`src/rtl/u2u8_pkg.sv`:
```
// Shared types, constants and byte-forming functions for the UTF-16 to UTF-8 transcoder.
// Used by every module of the transcoder; depends on nothing.
package u2u8_pkg;

  localparam logic [15:0] SURR_HIGH_BASE = 16'hD800;
  localparam logic [15:0] SURR_LOW_BASE  = 16'hDC00;
  localparam logic [15:0] SURR_END       = 16'hE000;
  localparam logic [20:0] SUPP_BASE      = 21'h10000;

  localparam logic [7:0] LEAD_TWO   = 8'hC0;
  localparam logic [7:0] LEAD_THREE = 8'hE0;
  localparam logic [7:0] LEAD_FOUR  = 8'hF0;
  localparam logic [7:0] CONT_TAG   = 8'h80;

  // Encoded byte counts minus one.
  localparam logic [1:0] LEN_ONE   = 2'd0;
  localparam logic [1:0] LEN_TWO   = 2'd1;
  localparam logic [1:0] LEN_THREE = 2'd2;
  localparam logic [1:0] LEN_FOUR  = 2'd3;

  localparam int QUEUE_DEPTH = 2;
  localparam int QPTR_W      = (QUEUE_DEPTH > 1) ? $clog2(QUEUE_DEPTH) : 1;
  localparam int QCNT_W      = $clog2(QUEUE_DEPTH + 1);

  typedef struct packed {
    logic        has_held;
    logic [9:0]  held;
    logic        has_main;
    logic [20:0] main_cp;
    logic [1:0]  main_len;
    logic        last;
  } u2u8_cmd_t;

  function automatic logic [1:0] cp_len(input logic [20:0] cp);
    logic [1:0] len;
    if (cp < 21'h80) begin
      len = LEN_ONE;
    end else if (cp < 21'h800) begin
      len = LEN_TWO;
    end else if (cp < SUPP_BASE) begin
      len = LEN_THREE;
    end else begin
      len = LEN_FOUR;
    end
    return len;
  endfunction

  function automatic logic [7:0] cp_byte(input logic [20:0] cp, input logic [1:0] len,
                                         input logic [1:0] idx);
    logic [7:0] b;
    b = 8'h00;
    case (len)
      LEN_ONE: begin
        b = {1'b0, cp[6:0]};
      end
      LEN_TWO: begin
        if (idx == 2'd0) b = LEAD_TWO | {3'b000, cp[10:6]};
        else             b = CONT_TAG | {2'b00, cp[5:0]};
      end
      LEN_THREE: begin
        case (idx)
          2'd0:    b = LEAD_THREE | {4'b0000, cp[15:12]};
          2'd1:    b = CONT_TAG | {2'b00, cp[11:6]};
          default: b = CONT_TAG | {2'b00, cp[5:0]};
        endcase
      end
      default: begin
        case (idx)
          2'd0:    b = LEAD_FOUR | {5'b00000, cp[20:18]};
          2'd1:    b = CONT_TAG | {2'b00, cp[17:12]};
          2'd2:    b = CONT_TAG | {2'b00, cp[11:6]};
          default: b = CONT_TAG | {2'b00, cp[5:0]};
        endcase
      end
    endcase
    return b;
  endfunction

endpackage

```
`src/rtl/u2u8_if.sv`:
```
// Valid/ready channel interfaces for UTF-16 code units in and UTF-8 bytes out.
// Depends on nothing.
interface u2u8_in_if;
  logic        valid;
  logic        ready;
  logic [15:0] code_unit;
  logic        unit_last;

  modport source (output valid, output code_unit, output unit_last, input ready);
  modport sink (input valid, input code_unit, input unit_last, output ready);
endinterface

interface u2u8_out_if;
  logic       valid;
  logic       ready;
  logic [7:0] out_byte;
  logic       run_last;
  logic       string_end;

  modport source (output valid, output out_byte, output run_last, output string_end,
                  input ready);
  modport sink (input valid, input out_byte, input run_last, input string_end,
                output ready);
endinterface

```
`src/rtl/utf16_to_utf8_transcoder.sv`:
```
// Top level of the UTF-16 to UTF-8 transcoder: front end, command queue and byte serialiser.
// Depends on u2u8_pkg, u2u8_if, u2u8_front, u2u8_queue and u2u8_back.

// The serialiser drives one byte beat per cycle through its output register while the
// output is not stalled and commands are queued. A code unit produces one to four
// UTF-8 bytes: a high surrogate that pairs produces none on its own and the pair
// produces four, and an unpaired high surrogate adds three more bytes. A two-entry
// command queue lets code units be taken while earlier bytes are still being sent.
module utf16_to_utf8_transcoder (
  input  logic       clk,
  input  logic       rst,
  u2u8_in_if.sink    unit_ch,
  u2u8_out_if.source byte_ch
);
  import u2u8_pkg::*;

  logic      push_valid;
  logic      push_ready;
  u2u8_cmd_t push_cmd;
  logic      pop_valid;
  logic      pop_ready;
  u2u8_cmd_t pop_cmd;

  u2u8_front front (
    .clk        (clk),
    .rst        (rst),
    .unit_ch    (unit_ch),
    .push_ready (push_ready),
    .push_valid (push_valid),
    .push_cmd   (push_cmd)
  );

  u2u8_queue queue (
    .clk        (clk),
    .rst        (rst),
    .push_valid (push_valid),
    .push_cmd   (push_cmd),
    .push_ready (push_ready),
    .pop_valid  (pop_valid),
    .pop_cmd    (pop_cmd),
    .pop_ready  (pop_ready)
  );

  u2u8_back back (
    .clk       (clk),
    .rst       (rst),
    .pop_valid (pop_valid),
    .pop_cmd   (pop_cmd),
    .pop_ready (pop_ready),
    .byte_ch   (byte_ch)
  );

`ifndef ASSERT_OFF
  a_no_push_when_full: assert property (@(posedge clk) disable iff (rst)
    push_valid |-> push_ready)
    else $error("command pushed into a full queue");

  a_no_empty_cmd: assert property (@(posedge clk) disable iff (rst)
    (pop_valid && pop_ready) |-> (pop_cmd.has_held || pop_cmd.has_main))
    else $error("queued command carries no code point");

  a_end_closes_run: assert property (@(posedge clk) disable iff (rst)
    (byte_ch.valid && byte_ch.string_end) |-> byte_ch.run_last)
    else $error("string end flagged on a byte that does not close its run");

  a_last_held_four: assert property (@(posedge clk) disable iff (rst)
    (push_valid && push_cmd.has_main && push_cmd.main_len == LEN_FOUR)
      |-> !push_cmd.has_held)
    else $error("surrogate pair queued together with an unpaired high surrogate");
`endif

endmodule

```
`src/rtl/u2u8_front.sv`:
```
// Front end: accepts code units, pairs surrogates and queues encoding commands.
// Depends on u2u8_pkg and u2u8_in_if.
module u2u8_front (
  input  logic                clk,
  input  logic                rst,
  u2u8_in_if.sink             unit_ch,
  input  logic                push_ready,
  output logic                push_valid,
  output u2u8_pkg::u2u8_cmd_t push_cmd
);
  import u2u8_pkg::*;

  logic       held_valid;
  logic [9:0] held_high;
  logic       accept;
  logic       is_high;
  logic       is_low;
  logic       pair;
  logic       hold_new;
  logic [20:0] main_cp;

  assign unit_ch.ready = push_ready;
  assign accept  = unit_ch.valid && push_ready;
  assign is_high = unit_ch.code_unit[15:10] == SURR_HIGH_BASE[15:10];
  assign is_low  = unit_ch.code_unit[15:10] == SURR_LOW_BASE[15:10];
  assign pair    = held_valid && is_low;
  assign hold_new = is_high && !unit_ch.unit_last;
  assign main_cp = pair ? (SUPP_BASE + {1'b0, held_high, unit_ch.code_unit[9:0]})
                        : {5'b00000, unit_ch.code_unit};

  always_comb begin
    push_cmd.has_held = held_valid && !is_low;
    push_cmd.held     = held_high;
    push_cmd.has_main = !hold_new;
    push_cmd.main_cp  = main_cp;
    push_cmd.main_len = cp_len(main_cp);
    push_cmd.last     = unit_ch.unit_last;
  end

  assign push_valid = accept && (push_cmd.has_held || push_cmd.has_main);

  always_ff @(posedge clk) begin
    if (rst) begin
      held_valid <= 1'b0;
      held_high  <= 10'd0;
    end else if (accept) begin
      held_valid <= hold_new;
      held_high  <= hold_new ? unit_ch.code_unit[9:0] : 10'd0;
    end
  end

endmodule

```
`src/rtl/u2u8_queue.sv`:
```
// Short command queue between the front end and the byte serialiser.
// Depends on u2u8_pkg.
module u2u8_queue (
  input  logic                clk,
  input  logic                rst,
  input  logic                push_valid,
  input  u2u8_pkg::u2u8_cmd_t push_cmd,
  output logic                push_ready,
  output logic                pop_valid,
  output u2u8_pkg::u2u8_cmd_t pop_cmd,
  input  logic                pop_ready
);
  import u2u8_pkg::*;

  u2u8_cmd_t         entries [QUEUE_DEPTH];
  logic [QPTR_W-1:0] wr_ptr;
  logic [QPTR_W-1:0] rd_ptr;
  logic [QCNT_W-1:0] count;
  logic              push;
  logic              pop;

  assign push_ready = count != QCNT_W'(QUEUE_DEPTH);
  assign pop_valid  = count != '0;
  assign pop_cmd    = entries[rd_ptr];
  assign push = push_valid && push_ready;
  assign pop  = pop_valid && pop_ready;

  always_ff @(posedge clk) begin
    if (push) begin
      entries[wr_ptr] <= push_cmd;
    end
  end

  always_ff @(posedge clk) begin
    if (rst) begin
      wr_ptr <= '0;
      rd_ptr <= '0;
      count  <= '0;
    end else begin
      if (push) begin
        wr_ptr <= (wr_ptr == QPTR_W'(QUEUE_DEPTH - 1)) ? '0 : wr_ptr + 1'b1;
      end
      if (pop) begin
        rd_ptr <= (rd_ptr == QPTR_W'(QUEUE_DEPTH - 1)) ? '0 : rd_ptr + 1'b1;
      end
      if (push && !pop) begin
        count <= count + 1'b1;
      end else if (pop && !push) begin
        count <= count - 1'b1;
      end
    end
  end

endmodule

```
`src/rtl/u2u8_back.sv`:
```
// Back end: turns queued commands into UTF-8 bytes, one beat per cycle unless stalled, into an output register.
// Depends on u2u8_pkg and u2u8_out_if.
module u2u8_back (
  input  logic                clk,
  input  logic                rst,
  input  logic                pop_valid,
  input  u2u8_pkg::u2u8_cmd_t pop_cmd,
  output logic                pop_ready,
  u2u8_out_if.source          byte_ch
);
  import u2u8_pkg::*;

  u2u8_cmd_t   cur;
  logic        cur_valid;
  logic        seg_main;
  logic [1:0]  idx;
  logic        out_valid;
  logic [7:0]  out_byte;
  logic        run_last;
  logic        string_end;
  logic [20:0] seg_cp;
  logic [1:0]  seg_len;
  logic        seg_end;
  logic        cmd_end;
  logic        out_free;
  logic        emit;
  logic        load;

  assign seg_cp  = seg_main ? cur.main_cp : {5'b00000, SURR_HIGH_BASE[15:10], cur.held};
  assign seg_len = seg_main ? cur.main_len : LEN_THREE;
  assign seg_end = idx == seg_len;
  assign cmd_end = seg_end && (seg_main || !cur.has_main);
  assign out_free = !out_valid || byte_ch.ready;
  assign emit = cur_valid && out_free;
  assign pop_ready = !cur_valid || (emit && cmd_end);
  assign load = pop_valid && pop_ready;

  assign byte_ch.valid      = out_valid;
  assign byte_ch.out_byte   = out_byte;
  assign byte_ch.run_last   = run_last;
  assign byte_ch.string_end = string_end;

  always_ff @(posedge clk) begin
    if (rst) begin
      cur_valid <= 1'b0;
      out_valid <= 1'b0;
    end else begin
      if (emit) begin
        out_valid <= 1'b1;
      end else if (byte_ch.ready) begin
        out_valid <= 1'b0;
      end
      if (load) begin
        cur_valid <= 1'b1;
      end else if (emit && cmd_end) begin
        cur_valid <= 1'b0;
      end
    end
  end

  always_ff @(posedge clk) begin
    if (emit) begin
      out_byte   <= cp_byte(seg_cp, seg_len, idx);
      run_last   <= cmd_end;
      string_end <= cmd_end && cur.last;
    end
    if (load) begin
      cur      <= pop_cmd;
      seg_main <= !pop_cmd.has_held;
      idx      <= 2'd0;
    end else if (emit) begin
      if (seg_end) begin
        seg_main <= 1'b1;
        idx      <= 2'd0;
      end else begin
        idx <= idx + 2'd1;
      end
    end
  end

endmodule

```
`src/flat_wrapper.sv`:
```
// flat-port wrapper written by rule: the top's interface ports become plain ports
module utf16_to_utf8_transcoder_flat import u2u8_pkg::*;
  (clk, rst, unit_ch_valid, unit_ch_code_unit, unit_ch_unit_last, unit_ch_ready, byte_ch_valid, byte_ch_out_byte, byte_ch_run_last, byte_ch_string_end, byte_ch_ready);
  u2u8_in_if unit_ch_i ();
  u2u8_out_if byte_ch_i ();
  input  logic clk;
  input  logic rst;
  input wire logic [$bits(unit_ch_i.valid)-1:0] unit_ch_valid;
  input wire logic [$bits(unit_ch_i.code_unit)-1:0] unit_ch_code_unit;
  input wire logic [$bits(unit_ch_i.unit_last)-1:0] unit_ch_unit_last;
  output wire logic [$bits(unit_ch_i.ready)-1:0] unit_ch_ready;
  output wire logic [$bits(byte_ch_i.valid)-1:0] byte_ch_valid;
  output wire logic [$bits(byte_ch_i.out_byte)-1:0] byte_ch_out_byte;
  output wire logic [$bits(byte_ch_i.run_last)-1:0] byte_ch_run_last;
  output wire logic [$bits(byte_ch_i.string_end)-1:0] byte_ch_string_end;
  input wire logic [$bits(byte_ch_i.ready)-1:0] byte_ch_ready;
  assign unit_ch_i.valid = unit_ch_valid;
  assign unit_ch_i.code_unit = unit_ch_code_unit;
  assign unit_ch_i.unit_last = unit_ch_unit_last;
  assign unit_ch_ready = unit_ch_i.ready;
  assign byte_ch_valid = byte_ch_i.valid;
  assign byte_ch_out_byte = byte_ch_i.out_byte;
  assign byte_ch_run_last = byte_ch_i.run_last;
  assign byte_ch_string_end = byte_ch_i.string_end;
  assign byte_ch_i.ready = byte_ch_ready;
  utf16_to_utf8_transcoder u_core (.clk(clk), .rst(rst), .unit_ch(unit_ch_i), .byte_ch(byte_ch_i));
endmodule
```
`config.mk`:
```
export PLATFORM = sky130hd
export DESIGN_NAME = utf16_to_utf8_transcoder_flat
export DESIGN_NICKNAME = d
export VERILOG_FILES = /design/src/rtl/u2u8_pkg.sv /design/src/rtl/u2u8_if.sv /design/src/rtl/utf16_to_utf8_transcoder.sv /design/src/rtl/u2u8_front.sv /design/src/rtl/u2u8_queue.sv /design/src/rtl/u2u8_back.sv /design/src/flat_wrapper.sv
export SDC_FILE = /design/constraint.sdc
export NUM_CORES = 1
export LEC_CHECK = 0
export BUFFER_PORTS_ARGS = -buffer_cell sky130_fd_sc_hd__buf_2
export CORE_AREA = 2 2 117 119
export CTS_CLUSTER_SIZE = 40
export DETAILED_ROUTE_END_ITERATION = 10
export DIE_AREA = 0 0 119 121
export GPL_ROUTABILITY_DRIVEN = 0
export HOLD_SLACK_MARGIN = 0.02
export PLACE_DENSITY_LB_ADDON = 0.25
export SLEW_MARGIN = 30
export SYNTH_ARGS = -nofsm -noshare
export SYNTH_HDL_FRONTEND = slang
export SYNTH_SLANG_ARGS = --single-unit
```
`constraint.sdc`:
```
create_clock -name clk -period 2.9 [get_ports clk]
set_input_delay 0.725 -clock clk [delete_from_list [all_inputs] [get_ports clk]]
set_output_delay 0.725 -clock clk [all_outputs]
set_load 0.005 [all_outputs]
```
==> impl_metrics.py, run 1 <==
metrics = {
    "min_path": {
        "hold_class": "reg2reg",
        "holdPathStages": 2,
        "hp-start": "u_core.back.cur_valid",
        "min_to": "u_core.back.byte_ch.valid",
    },
    "synthesis": {
        "async_reset_ff_share_pct": 0,
        "synth_area_per_cell_um2": 14.2,
        "syn_nets": 437,
        "syn_inst": 409,
        "synth_compound_area_share_pct": 9.47,
        "synth-edff-count": 118,
        "synthAdderAreaFrac_pct": 1.51,
        "synthMuxAreaShare_pct": 8.30,
        "synth_ff_type": "edfxtp_1",
        "ys_ff_latch": 138,
        "synth-xor-area-share_pct": 1.34,
        "synth_warnings": 0,
        "yosysSeqAreaShare_pct": 68.1,
        "synthSimpleGateAreaFrac_pct": 8.56,
        "synth_top_family_by_area": "compound AO/OA/AOI/OAI gates",
        "syn-cell-area_mm2": 0.00579,
        "synth_cell_types": 54,
    },
    "detailed_routing": {
        "drc": 0,
        "routedWlPerCell_um": 17.4,
        "num_vias": 3331,
        "routed_wl_um": 11100,
        "via_per_inst": 5.20,
        "antenna_left": 0,
        "drt-pass1-iter-count": 5,
        "dr.first_iter.drc_count": 185,
    },
    "timing": {
        "fmax_ghz": 0.416,
        "finClkSkew_ns": 0.00907,
        "post-route-period-util_pct": 83.0,
        "drv_slew": 0,
        "hold_viol_final": 0,
        "finalSetupTns_ns": 0,
        "relSlewSlack_pct": 51.2,
        "rsz0062_at_grt": "no",
        "setup_viol": 0,
        "tightest_slew_ns": 0.732,
        "min_period_ns": 2.41,
    },
    "clocking": {
        "cts-root-buf": "clkbuf_16",
        "post_cts_resized": 0,
        "htree_num_levels": 4,
        "postCtsSetupBuffers": 0,
        "cts_hold_buf": 0,
        "numCtsBuffers": 17,
        "clock-sinks": 138,
        "cts_tree": "yes",
        "clock_latency_ns": 0.41,
        "cts.path.max_buffers": 2,
        "clk_pin_slew_ns": 0.06,
    },
    "finish": {
        "syn_to_final_growth_pct": 16.6,
        "diodes": 0,
        "fin_cells": 640,
        "nets": 479,
        "drive_gt1_share_pct": 26.5,
    },
    "place": {
        "port_buffers": 32,
        "hpwl_um": 7430,
        "place_inst": 608,
    },
    "floorplanning": {
        "rows": 42,
        "core_area_mm2": 0.0131,
        "die_area_mm2": 0.0144,
        "die_h_um": 121,
        "ios": 33,
        "dieWidth_um": 119,
        "initial_core_util_pct": 44.2,
    },
    "setup_path": {
        "rr_worst_depth": 5,
        "rrSetupSlack_ns": 0.49,
        "cp.required_ns": 3.03,
        "setup.worst_path.class": "reg2reg",
        "start_kind": "flip-flop",
        "crit-reg2reg-launch": "u_core.back.idx[0]",
        "cp_data_arrival_time_ns": 2.54,
        "end_kind": "flip-flop",
        "r2r-end": "u_core.back.byte_ch.out_byte[1]",
        "crit_path_max_fanout": 21,
    },
    "power": {
        "irDropWorstVdd_v": 0.000700,
        "p_leak_nw": 2.38,
        "p_per_area_mw_per_mm2": 1020,
    },
    "grt": {
        "grt_first_pass_wirelength_um": 17900,
        "grt_util_all_layers_pct": 16.7,
        "grt_pass1_vias": 3330,
        "antenna_found_initial": 0,
        "grt_max_degree": 40,
        "grt-ovfl-total": 0,
    },
    "run_status": {
        "outcome": "finished, final reports clean",
    },
    "run": {
        "cap_violations": 0,
    },
}
-- cells in the mapped netlist, drive strengths merged, types with 2 or more instances --
cell type,n,share of area [%]
and3,4,0.43
or2,4,0.43
nand3,13,1.1
a222oi,4,0.69
nor2b,2,0.22
a31oi,5,0.65
and2b,2,0.28
edfxtp,118,61
buf,13,1.3
xnor2,4,0.74
mux2i,3,0.52
nand2,25,1.8
and2,3,0.32
o21a,2,0.26
clkbuf,6,0.41
inv,13,0.93
nor4,3,0.32
o21ai,23,2.1
nand2b,5,0.54
a22oi,14,1.8
mux2,40,7.8
ha,7,1.5
o211ai,6,0.78
nor2,31,2.0
a32oi,3,0.45
dfxtp,20,6.9
a21oi,13,1.1
o22ai,2,0.22
nand4,2,0.22
xor2,4,0.61
-- worst max path at each step --
stage,start,end,slack [ns],cells after the start
finish,u_core.back.idx[0],u_core.back.byte_ch.out_byte[1],0.49,5
global placement,unit_ch_code_unit[13],u_core.queue.count[1],0.51,8
global route,u_core.back.idx[0],u_core.back.byte_ch.out_byte[2],0.36,5
CTS,u_core.back.idx[0],u_core.back.byte_ch.out_byte[1],0.51,5
floorplan,unit_ch_code_unit[14],u_core.queue.entries[1][0],0.41,5
detailed placement,unit_ch_code_unit[13],u_core.queue.count[1],0.45,8
-- cell families after synthesis --
kind of cell,after synthesis
fa+ha+maj,7
mux,43
compound gates,82
flops,138
buf+inv,32
simple gates,99
xor+xnor,8
-- per-stage QoR --
stage / util [%] / worst slack [ns] / hold slack (ns) / instance area [µm²] / power, mW
4_1_cts: 51.6 / 0.511 / 0.493 / 6750 / 6.98
2_1_floorplan: - / 0.405 / 0.448 / 5790 / 4.30
3_5_place_dp: 47.1 / 0.454 / 0.514 / 6160 / 4.83
6_report: 51.6 / 0.493 / 0.515 / 6750 / 6.91
3_3_place_gp: 47.1 / 0.505 / 0.494 / 6160 / 4.80
5_1_grt: 51.6 / 0.360 / 0.498 / 6750 / 7.29
-- cell usage in the layout, fill, tap and decap left out, drive strengths merged, types with 5 or more instances in the layout --
| cell type | instances |
|---|---|
| a31oi | 5 |
| clkinv | 7 |
| nand2 | 25 |
| dfxtp | 20 |
| a22oi | 14 |
| ha | 7 |
| edfxtp | 118 |
| nand3 | 13 |
| o211ai | 6 |
| clkbuf | 20 |
| buf | 42 |
| nand2b | 5 |
| o21ai | 23 |
| a21oi | 13 |
| mux2 | 40 |
| inv | 13 |
| nor2 | 31 |
-- flip-flops by register name, indices dropped and copies added (netlist names), 2 cells and up, named ones only --
register / flops
u_core.back.idx: 2
u_core.back.byte_ch.out_byte: 8
u_core.back.cur: 35
u_core.queue.entries: 72
u_core.front.held_high: 10
u_core.queue.count: 2
-- cell type report --
cell class / count / area [µm²]
clock buffer: 20 / 437
clock inverter: 12 / 151
fill: 1145 / 6330
inverter: 13 / 53.8
multi-input combinational: 239 / 1700
sequential: 138 / 3940
tap: 176 / 220
timing repair buffer: 42 / 248
-- critical path, cell delays in order, from the launching register on --
cell      delay, ns
dfxtp_1        0.42
inv_1          0.19
ha_1           0.66
mux2_2         0.41
a222oi_1       0.31
o211ai_1       0.15
-- per-layer routing --
metal	GRT usage [%]	vias to the layer above	part of all wire (%)
li1	-	1642	-
met4	7.07	0	1.4
met5	0	-	0
met1	22.5	1613	47
met3	5.26	6	3.8
met2	25.2	70	48
-- power by group --
| group | internal [mW] | leakage [nW] | switching, mW |
|---|---|---|---|
| combinational | 0.719 | 0.831 | 1.04 |
| sequential | 2.81 | 1.26 | 0.211 |
| clock | 1.35 | 0.284 | 0.774 |
Note: power is estimated with default switching activity, not from simulation.
==> inputs of run 2 (changes only) <==
Clock period 2.9 ns to 2.1 ns, I/O delays scaled along.
==> run 2 against run 1 <==
Routed wire length grew 1.4%. Clock power up 38%. Power increased by 41%. Final cell count is 2.7% higher. Global-route usage grew 0.40 points. Worst setup slack worse by 0.45 ns. Critical path depth increased by 3. Final area increased by 2.6%. Critical endpoint is now u_core.queue.count[1].
==> impl_metrics.py, run 2 (synthesis gave the netlist of run 1 again) <==
metrics = {
    "power": {
        "clock_power_share_pct": 29.9,
        "internal_power_mw": 6.87,
        "pwr-share-seq_pct": 42.9,
        "p_sw_share_pct": 29.5,
        "total_power_mw": 9.74,
        "p_per_area_mw_per_mm2": 1410,
        "irDropWorstVdd_v": 0.000757,
        "power_frac_comb_pct": 27.2,
        "p_leak_nw": 2.48,
        "switchingPower_mw": 2.87,
    },
    "finish": {
        "diodes": 0,
        "largest_reg_flops": 72,
        "drive_gt1_share_pct": 30.8,
        "top_regs": "u_core.queue.entries x72, u_core.back.cur x35, u_core.front.held_high x10",
        "utilization_pct": 52.9,
        "fin_area_mm2": 0.00693,
        "mostFrequentLayoutCells": "118 x edfxtp_1, 40 x mux2_2, 32 x buf_2, 30 x nor2_1, 25 x buf_4",
        "regMostFlops": "u_core.queue.entries",
        "fin_cells": 657,
        "layout_commonest_cell": "edfxtp_1",
        "nets": 496,
        "syn_to_final_growth_pct": 19.7,
    },
    "timing": {
        "setup_viol": 0,
        "finalWorstSetupSlack_ns": 0.0475,
        "relSlewSlack_pct": 56.8,
        "drv_slew": 0,
        "post-route-period-util_pct": 97.7,
        "min_period_ns": 2.05,
        "finClkSkew_ns": 0.00808,
        "hold_viol_final": 0,
        "rsz0062_at_grt": "yes",
        "tightest_slew_ns": 0.643,
        "fmax_ghz": 0.487,
    },
    "grt": {
        "grt_util_all_layers_pct": 17.1,
        "grt_max_degree": 40,
        "grtUsageMet1_pct": 22.0,
        "grt_busiest_layer": "met2",
        "grt_first_pass_wirelength_um": 18400,
        "use_met3_pct": 6.06,
        "grt_pass1_vias": 3510,
        "gr-usage-met2_pct": 26.9,
        "antenna_found_initial": 0,
        "grt-ovfl-total": 0,
    },
    "clocking": {
        "clock-sinks": 138,
        "cts-root-buf": "clkbuf_16",
        "htree_num_levels": 4,
        "cts.path.max_buffers": 2,
        "cts_hold_buf": 0,
        "cts_tree": "yes",
        "clk_pin_slew_ns": 0.06,
        "numCtsBuffers": 17,
        "clock_latency_ns": 0.41,
    },
    "floorplanning": {
        "dieWidth_um": 119,
        "rows": 42,
        "die_area_mm2": 0.0144,
        "core_area_mm2": 0.0131,
        "die_h_um": 121,
        "ios": 33,
        "initial_core_util_pct": 44.2,
    },
    "detailed_routing": {
        "drt-pass1-iter-count": 5,
        "via_per_inst": 5.24,
        "antenna_left": 0,
        "routed_wl_um": 11300,
        "routedWlPerCell_um": 17.1,
        "num_vias": 3444,
        "drc": 0,
        "dr.first_iter.drc_count": 179,
    },
    "setup_path": {
        "setup.worst_path.class": "reg2reg",
        "cp_data_arrival_time_ns": 2.39,
        "cp.required_ns": 2.44,
        "end_kind": "flip-flop",
        "crit_path_max_fanout": 3,
        "start_kind": "flip-flop",
    },
    "place": {
        "place_inst": 624,
        "hpwl_um": 7590,
        "dp_slack_ns": -0.110,
        "port_buffers": 32,
        "placed_area_mm2": 0.00630,
    },
    "min_path": {
        "hold_class": "in2reg",
    },
    "run": {
        "cap_violations": 0,
    },
    "run_status": {
        "outcome": "finished, final reports clean",
    },
}
## run 2: cell types whose count changed in the layout (fill, tap and decap cells not counted), sizes merged
cell,delta
buf,+17
clkbuf,-1
clkinv,+1
## run 2: stage by stage
step           hold WS (ns)  TNS [ns]
2_1_floorplan         0.448         0
3_3_place_gp          0.461   -0.0143
3_5_place_dp          0.483    -0.110
6_report              0.320         0
5_1_grt               0.298  -0.00719
4_1_cts               0.302         0
## run 2: layout make-up
cell class / instances / area, µm²
Inverter: 13 / 53.8
Clock inverter: 13 / 153
Fill cell: 1088 / 6160
Clock buffer: 19 / 433
Multi-Input combinational cell: 239 / 1730
Tap cell: 176 / 220
Timing Repair Buffer: 59 / 388
Sequential cell: 138 / 3950
## run 2: final timing paths
kind	start	to	slack, ns	cells after the start
setup / recovery	u_core.back.cur[24]	u_core.queue.count[1]	0.05	8
hold / removal	unit_ch_code_unit[2]	u_core.queue.entries[0][5]	0.32	1
setup reg to reg	u_core.back.cur[24]	u_core.queue.count[1]	0.05	8
hold reg to reg	u_core.front.held_high[0]	u_core.queue.entries[0][25]	0.50	0
## run 2: timing repair
item,in CTS,in global routing
resized for setup,2,6
hold endpoints to repair,0,0
setup endpoints to repair,1,3
setup buffers,0,1
pin swaps,0,6
## run 2: critical path, stage by stage (launching register included)
cell and delay, ns:
edfxtp_1 0.42, nor4b_4 0.32, a31oi_4 0.08, o21ai_2 0.22, nand2_4 0.07, ha_4 0.16
xor2_1 0.15, or3_1 0.41, a21oi_2 0.14
## run 2: power by group through the flow
stage | registers [mW] | clock network (mW) | logic, mW
3_5_place_dp | 4.22 | 0 | 2.58
2_1_floorplan | 4.13 | 0 | 1.81
5_1_grt | 4.24 | 3.10 | 2.94
4_1_cts | 4.17 | 2.98 | 2.60
3_3_place_gp | 4.20 | 0 | 2.55
6_report | 4.18 | 2.92 | 2.65
## run 2: routing by layer
| metal | routed length (µm) | part of all wire (%) |
|---|---|---|
| met1 | 5330 | 47 |
| met2 | 5430 | 48 |
| met3 | 368 | 3.3 |
| met4 | 125 | 1.1 |
| met5 | 0 | 0 |
